===== src/hdl/bba_pkg.sv =====
package bba_pkg;

  // Field widths of the ports
  localparam int CMD_W    = 2;
  localparam int IDX_W    = 12;
  localparam int REQ_W    = 7;
  localparam int CNT_W    = 13;
  localparam int STATUS_W = 2;

  // Bitmap storage: blocks per stored word
  localparam int WORD_W = 8;

  // Defaults for the top-level parameters
  localparam int MAX_BLOCKS_DEF  = 4096;
  localparam int MAX_REQUEST_DEF = 64;

  // Block count after reset
  localparam logic [CNT_W-1:0] BLOCK_COUNT_RESET = 13'd4096;

  // Command codes
  localparam logic [CMD_W-1:0] CMD_QUERY     = 2'd0;
  localparam logic [CMD_W-1:0] CMD_MARK_USED = 2'd1;
  localparam logic [CMD_W-1:0] CMD_MARK_FREE = 2'd2;
  localparam logic [CMD_W-1:0] CMD_RESERVE   = 2'd3;

  // Result status codes
  localparam logic [STATUS_W-1:0] ST_DONE     = 2'd0;
  localparam logic [STATUS_W-1:0] ST_REJECTED = 2'd1;
  localparam logic [STATUS_W-1:0] ST_NO_SPACE = 2'd2;

endpackage


===== src/hdl/bba_ram.sv =====
module bba_ram #(
  parameter int WIDTH = 8,
  parameter int DEPTH = 512
) (
  input  logic                                   clk,
  input  logic                                   wr_en,
  input  logic [((DEPTH > 1) ? $clog2(DEPTH) : 1)-1:0] wr_addr,
  input  logic [WIDTH-1:0]                       wr_data,
  input  logic [((DEPTH > 1) ? $clog2(DEPTH) : 1)-1:0] rd_addr,
  output logic [WIDTH-1:0]                       rd_data
);

  logic [WIDTH-1:0] mem [DEPTH];

  // Write one word, read one word with registered output
  always_ff @(posedge clk) begin
    if (wr_en) begin
      mem[wr_addr] <= wr_data;
    end
    rd_data <= mem[rd_addr];
  end

endmodule


===== src/hdl/bitmap_block_allocator.sv =====
// Bitmap block allocator: one used/free bit per block, eight blocks per word
// in a single bitmap RAM.
// Input channel (in_valid / in_stall): one command per transfer. Query,
// mark used and mark free return one result; reserve returns one result per
// contiguous run it claims, lowest free block first, with out_last on the
// final one, and ends with a no-space result if the bitmap runs dry.
// Result channel (out_valid / out_stall): a result register holds each
// result until it is taken; while out_stall is high the sequencer waits
// before loading the next one. Accepting a command does not wait on it.
// Configuration (cfg_valid / cfg_ready): cfg_data sets the block count;
// write it only while no command is in flight. cfg_ready is always high.
// Timing: query and mark pass through the read and load states and load the result
// register on leaving the load state; the block then takes the next command.
// Reserve walks the bitmap RAM from word 0: each word read passes through the
// read and load states, and the scan claims one block per step and spends one
// step per closed run.
// The single RAM read port and the one-bit-per-cycle run walk set the pace.
// Reset: a clearing pass writes every bitmap word (block 0 used, all others
// free); in_stall stays high during it.
module bitmap_block_allocator #(
  parameter int MAX_BLOCKS  = bba_pkg::MAX_BLOCKS_DEF,
  parameter int MAX_REQUEST = bba_pkg::MAX_REQUEST_DEF
) (
  input  logic                          clk,
  input  logic                          rst_n,
  input  logic                          in_valid,
  output logic                          in_stall,
  input  logic [bba_pkg::CMD_W-1:0]     in_command,
  input  logic [bba_pkg::IDX_W-1:0]     in_block_index,
  input  logic [bba_pkg::REQ_W-1:0]     in_request_count,
  output logic                          out_valid,
  input  logic                          out_stall,
  output logic [bba_pkg::STATUS_W-1:0]  out_status,
  output logic                          out_block_free,
  output logic [bba_pkg::IDX_W-1:0]     out_run_first,
  output logic [bba_pkg::IDX_W-1:0]     out_run_last,
  output logic                          out_run_valid,
  output logic                          out_last,
  input  logic                          cfg_valid,
  output logic                          cfg_ready,
  input  logic [bba_pkg::CNT_W-1:0]     cfg_data
);

  localparam int DEPTH  = (MAX_BLOCKS + bba_pkg::WORD_W - 1) / bba_pkg::WORD_W;
  localparam int ADDR_W = (DEPTH > 1) ? $clog2(DEPTH) : 1;
  localparam int BLK_W  = ADDR_W + 3;
  localparam int CW     = BLK_W + 1;
  localparam int WW     = bba_pkg::WORD_W;
  localparam int RW     = bba_pkg::REQ_W;

  localparam logic [2:0] S_CLEAR = 3'd0;
  localparam logic [2:0] S_IDLE  = 3'd1;
  localparam logic [2:0] S_RD    = 3'd2;
  localparam logic [2:0] S_LOAD  = 3'd3;
  localparam logic [2:0] S_SCAN  = 3'd4;
  localparam logic [2:0] S_TAIL  = 3'd5;
  localparam logic [2:0] S_ZERO  = 3'd6;

  // Control state
  logic [2:0]                   state_r, state_nxt;
  logic [ADDR_W-1:0]            clr_r, clr_nxt;
  logic [bba_pkg::CNT_W-1:0]    block_count_r, block_count_nxt;
  logic                         in_run_r, in_run_nxt;
  logic                         out_valid_r, out_valid_nxt;

  // Working registers
  logic [bba_pkg::CMD_W-1:0]    cmd_r, cmd_nxt;
  logic                         range_r, range_nxt;
  logic [ADDR_W-1:0]            addr_r, addr_nxt;
  logic [2:0]                   pos_r, pos_nxt;
  logic [WW-1:0]                word_r, word_nxt;
  logic [RW-1:0]                want_r, want_nxt;
  logic [RW-1:0]                got_r, got_nxt;
  logic [BLK_W-1:0]             first_r, first_nxt;
  logic [BLK_W-1:0]             last_blk_r, last_blk_nxt;

  // Result register
  logic [bba_pkg::STATUS_W-1:0] status_r;
  logic                         free_r;
  logic [bba_pkg::IDX_W-1:0]    run_first_r, run_last_r;
  logic                         run_valid_r, last_r;

  // RAM port
  logic                         wr_en;
  logic [ADDR_W-1:0]            wr_addr;
  logic [WW-1:0]                wr_data;
  logic [WW-1:0]                rd_data;

  // Datapath terms
  logic [CW-1:0]                vc;
  logic                         in_range;
  logic [BLK_W-1:0]             blk_ext;
  logic [RW-1:0]                want_sat;
  logic [BLK_W-1:0]             base;
  logic [WW-1:0]                rng_mask;
  logic [WW-1:0]                free_w, free_rd, cand;
  logic [2:0]                   low_p;
  logic                         claim;
  logic [2:0]                   claim_pos;
  logic [BLK_W-1:0]             claim_blk;
  logic [WW-1:0]                word_claim;
  logic [RW-1:0]                got_inc;
  logic                         end_next;
  logic                         bit_used, mark_ok;
  logic                         out_ok;

  // Emitted result
  logic                         emit;
  logic [bba_pkg::STATUS_W-1:0] e_status;
  logic                         e_free;
  logic [BLK_W-1:0]             e_first, e_last_blk;
  logic                         e_rv, e_last;

  bba_ram #(
    .WIDTH (WW),
    .DEPTH (DEPTH)
  ) u_ram (
    .clk     (clk),
    .wr_en   (wr_en),
    .wr_addr (wr_addr),
    .wr_data (wr_data),
    .rd_addr (addr_r),
    .rd_data (rd_data)
  );

  // Clamp the block count to the bitmap size
  assign vc = (32'(block_count_r) > 32'(MAX_BLOCKS)) ? CW'(MAX_BLOCKS)
                                                     : CW'(block_count_r);
  assign in_range = 32'(in_block_index) < 32'(vc);
  assign blk_ext  = BLK_W'(in_block_index);
  assign want_sat = (in_request_count > RW'(MAX_REQUEST)) ? RW'(MAX_REQUEST)
                                                          : in_request_count;

  // Per-word free masks, limited to blocks below the count
  assign base = {addr_r, 3'b000};
  always_comb begin
    for (int j = 0; j < WW; j++) begin
      rng_mask[j] = ({1'b0, base} + CW'(j)) < vc;
    end
  end
  assign free_w  = ~word_r & rng_mask;
  assign free_rd = ~rd_data & rng_mask;

  // Free bits at or above the current position
  always_comb begin
    for (int j = 0; j < WW; j++) begin
      cand[j] = free_w[j] && (3'(j) >= pos_r);
    end
  end

  // Lowest candidate bit
  always_comb begin
    low_p = 3'd0;
    for (int j = WW - 1; j >= 0; j--) begin
      if (cand[j]) begin
        low_p = 3'(j);
      end
    end
  end

  // Claim: extend an open run at pos, or open one at the lowest free bit
  assign claim      = in_run_r ? free_w[pos_r] : (cand != '0);
  assign claim_pos  = in_run_r ? pos_r : low_p;
  assign claim_blk  = {addr_r, claim_pos};
  assign word_claim = word_r | (WW'(1) << claim_pos);
  assign got_inc    = got_r + RW'(1);
  assign end_next   = (addr_r == ADDR_W'(DEPTH - 1)) ||
                      (({1'b0, base} + CW'(WW)) >= vc);

  // Single-block command outcome
  assign bit_used = rd_data[pos_r];
  assign mark_ok  = range_r && ((cmd_r == bba_pkg::CMD_MARK_USED) ? !bit_used : bit_used);

  assign out_ok = !out_valid_r || !out_stall;

  always_comb begin
    state_nxt       = state_r;
    clr_nxt         = clr_r;
    block_count_nxt = block_count_r;
    in_run_nxt      = in_run_r;
    cmd_nxt         = cmd_r;
    range_nxt       = range_r;
    addr_nxt        = addr_r;
    pos_nxt         = pos_r;
    word_nxt        = word_r;
    want_nxt        = want_r;
    got_nxt         = got_r;
    first_nxt       = first_r;
    last_blk_nxt    = last_blk_r;
    wr_en           = 1'b0;
    wr_addr         = addr_r;
    wr_data         = word_r;
    emit            = 1'b0;
    e_status        = bba_pkg::ST_DONE;
    e_free          = 1'b0;
    e_first         = '0;
    e_last_blk      = '0;
    e_rv            = 1'b0;
    e_last          = 1'b0;

    // Take configuration writes at any time
    if (cfg_valid) begin
      block_count_nxt = cfg_data;
    end

    unique case (state_r)
      S_CLEAR: begin
        // Sweep the bitmap: block 0 used, all others free
        wr_en   = 1'b1;
        wr_addr = clr_r;
        wr_data = (clr_r == '0) ? WW'(1) : '0;
        clr_nxt = clr_r + ADDR_W'(1);
        if (clr_r == ADDR_W'(DEPTH - 1)) begin
          state_nxt = S_IDLE;
        end
      end
      S_IDLE: begin
        if (in_valid) begin
          cmd_nxt    = in_command;
          range_nxt  = in_range;
          want_nxt   = want_sat;
          got_nxt    = '0;
          in_run_nxt = 1'b0;
          if (in_command == bba_pkg::CMD_RESERVE) begin
            addr_nxt  = '0;
            pos_nxt   = '0;
            state_nxt = (want_sat == '0) ? S_ZERO : S_RD;
          end else begin
            addr_nxt  = blk_ext[BLK_W-1:3];
            pos_nxt   = blk_ext[2:0];
            state_nxt = S_RD;
          end
        end
      end
      S_RD: begin
        state_nxt = S_LOAD;
      end
      S_LOAD: begin
        if (cmd_r == bba_pkg::CMD_RESERVE) begin
          // Skip fully used words while no run is open
          word_nxt = rd_data;
          if (!in_run_r && (free_rd == '0)) begin
            if (end_next) begin
              state_nxt = S_TAIL;
            end else begin
              addr_nxt  = addr_r + ADDR_W'(1);
              state_nxt = S_RD;
            end
          end else begin
            pos_nxt   = '0;
            state_nxt = S_SCAN;
          end
        end else begin
          emit   = 1'b1;
          e_last = 1'b1;
          case (cmd_r)
            bba_pkg::CMD_QUERY: begin
              e_status = range_r ? bba_pkg::ST_DONE : bba_pkg::ST_REJECTED;
              e_free   = range_r && !bit_used;
            end
            default: begin
              e_status = mark_ok ? bba_pkg::ST_DONE : bba_pkg::ST_REJECTED;
            end
          endcase
          if (out_ok) begin
            wr_en     = (cmd_r != bba_pkg::CMD_QUERY) && mark_ok;
            wr_data   = rd_data ^ (WW'(1) << pos_r);
            state_nxt = S_IDLE;
          end
        end
      end
      S_SCAN: begin
        if (claim && (got_inc == want_r)) begin
          // Final block: report the run and write the word back
          emit       = 1'b1;
          e_first    = in_run_r ? first_r : claim_blk;
          e_last_blk = claim_blk;
          e_rv       = 1'b1;
          e_last     = 1'b1;
          if (out_ok) begin
            wr_en     = 1'b1;
            wr_data   = word_claim;
            state_nxt = S_IDLE;
          end
        end else if (claim) begin
          // Claim one block and advance
          word_nxt     = word_claim;
          got_nxt      = got_inc;
          last_blk_nxt = claim_blk;
          in_run_nxt   = 1'b1;
          if (!in_run_r) begin
            first_nxt = claim_blk;
          end
          if (claim_pos == 3'd7) begin
            wr_en   = 1'b1;
            wr_data = word_claim;
            pos_nxt = '0;
            if (end_next) begin
              state_nxt = S_TAIL;
            end else begin
              addr_nxt  = addr_r + ADDR_W'(1);
              state_nxt = S_RD;
            end
          end else begin
            pos_nxt = claim_pos + 3'd1;
          end
        end else if (in_run_r) begin
          // Run hit a used block: close it
          emit       = 1'b1;
          e_first    = first_r;
          e_last_blk = last_blk_r;
          e_rv       = 1'b1;
          if (out_ok) begin
            in_run_nxt = 1'b0;
          end
        end else begin
          // Nothing free left in this word: move on
          wr_en   = 1'b1;
          wr_data = word_r;
          pos_nxt = '0;
          if (end_next) begin
            state_nxt = S_TAIL;
          end else begin
            addr_nxt  = addr_r + ADDR_W'(1);
            state_nxt = S_RD;
          end
        end
      end
      S_TAIL: begin
        // Bitmap exhausted: close any open run, then report no space
        emit = 1'b1;
        if (in_run_r) begin
          e_first    = first_r;
          e_last_blk = last_blk_r;
          e_rv       = 1'b1;
          if (out_ok) begin
            in_run_nxt = 1'b0;
          end
        end else begin
          e_status = bba_pkg::ST_NO_SPACE;
          e_last   = 1'b1;
          if (out_ok) begin
            state_nxt = S_IDLE;
          end
        end
      end
      S_ZERO: begin
        emit   = 1'b1;
        e_last = 1'b1;
        if (out_ok) begin
          state_nxt = S_IDLE;
        end
      end
      default: begin
        state_nxt = S_IDLE;
      end
    endcase
  end

  // Result register handshake
  always_comb begin
    out_valid_nxt = out_valid_r;
    if (emit && out_ok) begin
      out_valid_nxt = 1'b1;
    end else if (!out_stall) begin
      out_valid_nxt = 1'b0;
    end
  end

  // Control registers
  always_ff @(posedge clk) begin
    if (!rst_n) begin
      state_r       <= S_CLEAR;
      clr_r         <= '0;
      block_count_r <= bba_pkg::BLOCK_COUNT_RESET;
      in_run_r      <= 1'b0;
      out_valid_r   <= 1'b0;
    end else begin
      state_r       <= state_nxt;
      clr_r         <= clr_nxt;
      block_count_r <= block_count_nxt;
      in_run_r      <= in_run_nxt;
      out_valid_r   <= out_valid_nxt;
    end
  end

  // Working and result registers
  always_ff @(posedge clk) begin
    cmd_r      <= cmd_nxt;
    range_r    <= range_nxt;
    addr_r     <= addr_nxt;
    pos_r      <= pos_nxt;
    word_r     <= word_nxt;
    want_r     <= want_nxt;
    got_r      <= got_nxt;
    first_r    <= first_nxt;
    last_blk_r <= last_blk_nxt;
    if (emit && out_ok) begin
      status_r    <= e_status;
      free_r      <= e_free;
      run_first_r <= bba_pkg::IDX_W'(e_first);
      run_last_r  <= bba_pkg::IDX_W'(e_last_blk);
      run_valid_r <= e_rv;
      last_r      <= e_last;
    end
  end

  assign in_stall       = (state_r != S_IDLE);
  assign cfg_ready      = 1'b1;
  assign out_valid      = out_valid_r;
  assign out_status     = status_r;
  assign out_block_free = free_r;
  assign out_run_first  = run_first_r;
  assign out_run_last   = run_last_r;
  assign out_run_valid  = run_valid_r;
  assign out_last       = last_r;

endmodule


===== config.mk =====
export PLATFORM = sky130hd
export DESIGN_NAME = bitmap_block_allocator
export DESIGN_NICKNAME = d
export VERILOG_FILES = /design/src/hdl/bba_pkg.sv /design/src/hdl/bba_ram.sv /design/src/hdl/bitmap_block_allocator.sv
export SDC_FILE = /design/constraint.sdc
export NUM_CORES = 2
export LEC_CHECK = 0
export BUFFER_PORTS_ARGS = -buffer_cell sky130_fd_sc_hd__clkbuf_2
export CAP_MARGIN = 25
export CORE_AREA = 2 2 685 687
export CTS_CLUSTER_SIZE = 28
export DETAILED_ROUTE_END_ITERATION = 12
export DIE_AREA = 0 0 687 689
export PLACE_DENSITY_LB_ADDON = 0.25
export SLEW_MARGIN = 25
export SYNTH_ARGS = -nofsm -noshare
export SYNTH_HDL_FRONTEND = slang
export SYNTH_SLANG_ARGS = --single-unit

===== constraint.sdc =====
create_clock -name clk -period 42 [get_ports clk]
set_clock_uncertainty 0.1 [all_clocks]
set_input_delay 8.4 -clock clk [delete_from_list [all_inputs] [get_ports clk]]
set_output_delay 8.4 -clock clk [all_outputs]
set_load 0.1 [all_outputs]

==> impl_metrics.json <==
{
  "crit_slowest_cell": "o21ai_4",
  "final_hold_viol_count": 0,
  "dp.cells": 14100,
  "combPwrFrac": 0.010,
  "worst_skew_pair.late_latency_ns": 0.99,
  "finalSetupTns_ns": 0,
  "swShare": 0.202,
  "synth_top_cell_by_area": "edfxtp_1",
  "drv_slew": 0,
  "grt_pass1_vias": 87000,
  "power_density_nw_per_um2": 44.5,
  "cp.required_ns": 42.56,
  "start_util": 0.358,
  "route.vias.total": 88100,
  "avgSynthCellArea_um2": 20.3,
  "p_total_w": 0.00851,
  "die_w_um": 687,
  "synthMuxAreaShare": 0.153,
  "power_leakage_nw": 61.4,
  "numPortBuffers": 69,
  "p_seq_frac": 0.540,
  "yosys_register_bits": 4221,
  "grt_pass1_wl_um": 720000,
  "grt_overflow": 0,
  "max_stage_delay_ns": 0.83,
  "cts_tree": "built",
  "routedWlPerCell_um": 34.7,
  "drc": 0,
  "post_cts_buffers": 0,
  "gp_congestion": 0.877,
  "setup-violations-final": 0,
  "async_flop_share": 0,
  "peakVddDrop_uv": 37.1,
  "track_usage": 0.215,
  "power_frac_clock": 0.450,
  "timing.setup.critical_path_class": "in -> reg",
  "drt_iter0_drc": 11600,
  "fin_util": 0.411,
  "crit_family": "buffers and inverters",
  "wl_um": 519000,
  "h-tree-depth": 5,
  "cts_buffer_depth": 4,
  "synth.top_cell.area_share": 0.753,
  "relSlewSlack": 0.166,
  "synthFlopType": "edfxtp_1",
  "critPathMaxFanout": 64,
  "synth_warnings": 0,
  "synth_edf_count": 4186,
  "dp_hpwl_um": 306000,
  "crit_top_cell": "buf_4",
  "worstMarginPinSlew_ns": 1.25,
  "num-fill-cells": 40600,
  "grt_max_degree": 154,
  "synth_top_family_by_area": "multiplexers",
  "nNetsFinal": 8445,
  "path_buf_inv": 5,
  "hold_path.class": "reg -> reg",
  "synthTopCellsByArea": "edfxtp_1 75%, mux4_2 13%, mux2i_1 2.3%, nor3_1 1.7%, o221ai_1 1.1%",
  "min_period_ns": 12.86,
  "cts_resized": 0,
  "worst_hold_slack_ns": 0.408,
  "clk_pin_slew_ns": 0.06,
  "rows": 251,
  "yosys-top-cells-count": "4,186 x edfxtp_1, 963 x mux4_2, 556 x nor3_1",
  "antenna_left": 0,
  "synth_xor_area_frac": 0.00202,
  "root_buffer": "clkbuf_16",
  "cts_made_buffers": 428,
  "yosys.area_share.adder": 0.00330,
  "syn_inst": 8214,
  "cap_viol_max_count": 0,
  "antenna_found_initial": 22,
  "num_io_pins": 71,
  "rsz0062_at_grt": "no",
  "dr.pass1.iters": 6,
  "synthesis.nets": 8297,
  "endpoint_kind": "register",
  "synth_area_um2": 167000,
  "dieHeight_um": 689,
  "clock_sinks": 4221,
  "synthSimpleGateAreaFrac": 0.0298,
  "fmax_ghz": 0.0778,
  "layout-drive-gt1-share": 0.283,
  "p_sw_w": 0.00172,
  "start_kind": "primary input",
  "area_growth_syn_to_layout_pct": 14.7,
  "internal_power_w": 0.00679,
  "crit_chain": "clkbuf_2 > and2_1 > nand2_1 > nand3b_1 > o21ai_4 > buf_4 > buf_4 > buf_4 > buf_4",
  "critPathArrivalTime_ns": 13.42,
  "reg2reg_slack_ns": 32.52,
  "outcome": "completed",
  "fin_cells": 14900,
  "fin_crit_sh": 0.306,
  "yosysUniqueCellTypes": 82,
  "synth-compound-area-share": 0.0383,
  "yosysMostFrequentCell": "edfxtp_1",
  "via_per_inst": 5.90,
  "yosysSeqAreaShare": 0.757,
  "core_area_um2": 466000,
  "design.die.area_um2": 473000,
  "cts_hold_buf": 0
}
[cells by family after synthesis]
family                     after synthesis
adders and majority gates               44
muxes                                 1350
other                                    1
AOI/OAI and AO/OA                      926
and+or+nand+nor                       1027
buffers and inverters                  613
xor gates and xnor gates                32
DFF                                   4221
[layout make-up]
class,instances,area [um^2],area share
diodes,14,35.0,0.000183
clock buffers,514,11200,0.0587
clock inverters,279,2780,0.0145
inverters,37,156,0.000817
multi-input cells,3380,40700,0.213
flip-flops and latches,4221,126000,0.660
well taps,6198,7750,0.0405
repair buffers,294,2410,0.0126
[worst paths after layout]
| kind | from | end | depth (start not counted) |
|---|---|---|---|
| worst max-delay path | out_stall | u_ram.mem[1][2] | 9 |
| worst max register to register | block_count_r[12] | u_ram.mem[1][2] | 20 |
| worst min-delay path | block_count_r[6] | block_count_r[6] | 2 |
| worst min register to register | block_count_r[6] | block_count_r[6] | 2 |
[power by group through the flow]
stage	clock network [W]	logic [W]	registers, W
after global routing	0.00404	0.0000887	0.00459
after CTS	0.00388	0.0000838	0.00459
after global placement	0	0.0000829	0.00468
after floorplan	0	0.0000293	0.00470
final	0.00384	0.0000854	0.00459
after detailed placement	0	0.0000838	0.00468
[layer usage]
layer	routed length, um	vias up	global-route usage
li1	-	35100	-
met1	211000	47200	0.301
met2	243000	5071	0.339
met3	45700	799	0.0398
met4	19500	4	0.0714
met5	27	-	0
[flip-flops by register name, summed over array words and instances (netlist names), 8 cells and up]
signal	flops
u_ram.mem	4096
block_count_r	13
first_r	12
last_blk_r	12
out_run_first	12
out_run_last	12
addr_r	9
clr_r	9
u_ram.rd_data	8
word_r	8
[through the flow]
step	instance area (um^2)	setup slack [ns]
after global routing	191000	28.94
after detailed placement	175000	28.08
final	191000	29.14
after global placement	175000	27.99
after CTS	189000	29.13
after floorplan	167000	8.04
[layout by cell type (no fill, tap or decap), types with 17 or more instances in the layout]
cell type and count:
clkinv_1 85, clkbuf_16 434, a211oi_1 41, mux2i_1 379, nand2_1 170, dfxtp_1 35, clkbuf_2 70, buf_12 22
mux4_2 963, a21o_1 17, edfxtp_1 4186, o221ai_1 208, inv_1 26, bufinv_16 46, o22ai_1 102, ha_1 44
nor2_1 100, nor3_2 467, nand2_2 22, a21oi_1 172, clkinv_2 89, nor3_1 89, o21ai_0 170, clkbuf_1 73
buf_4 182, nand3_1 35, clkinvlp_4 31, a22o_1 22, nand2b_1 17
[worst register-to-register path, stage by stage (launching register included)]
cell and delay [ns]:
dfxtp_1 0.39, inv_1 0.39, nand2_1 0.28, ha_1 0.36
and3_1 0.33, o2111a_1 0.23, a2111oi_1 0.81, a32o_1 0.22
a31oi_1 0.09, a311o_1 0.42, a21boi_0 0.18, inv_1 0.14
ha_1 0.20, ha_1 0.29, nand2b_1 0.21, nand3b_1 0.54
o21ai_4 0.83, buf_4 0.59, buf_4 0.72, buf_4 0.88
buf_4 0.92
Note: power is estimated with default switching activity, not from simulation.
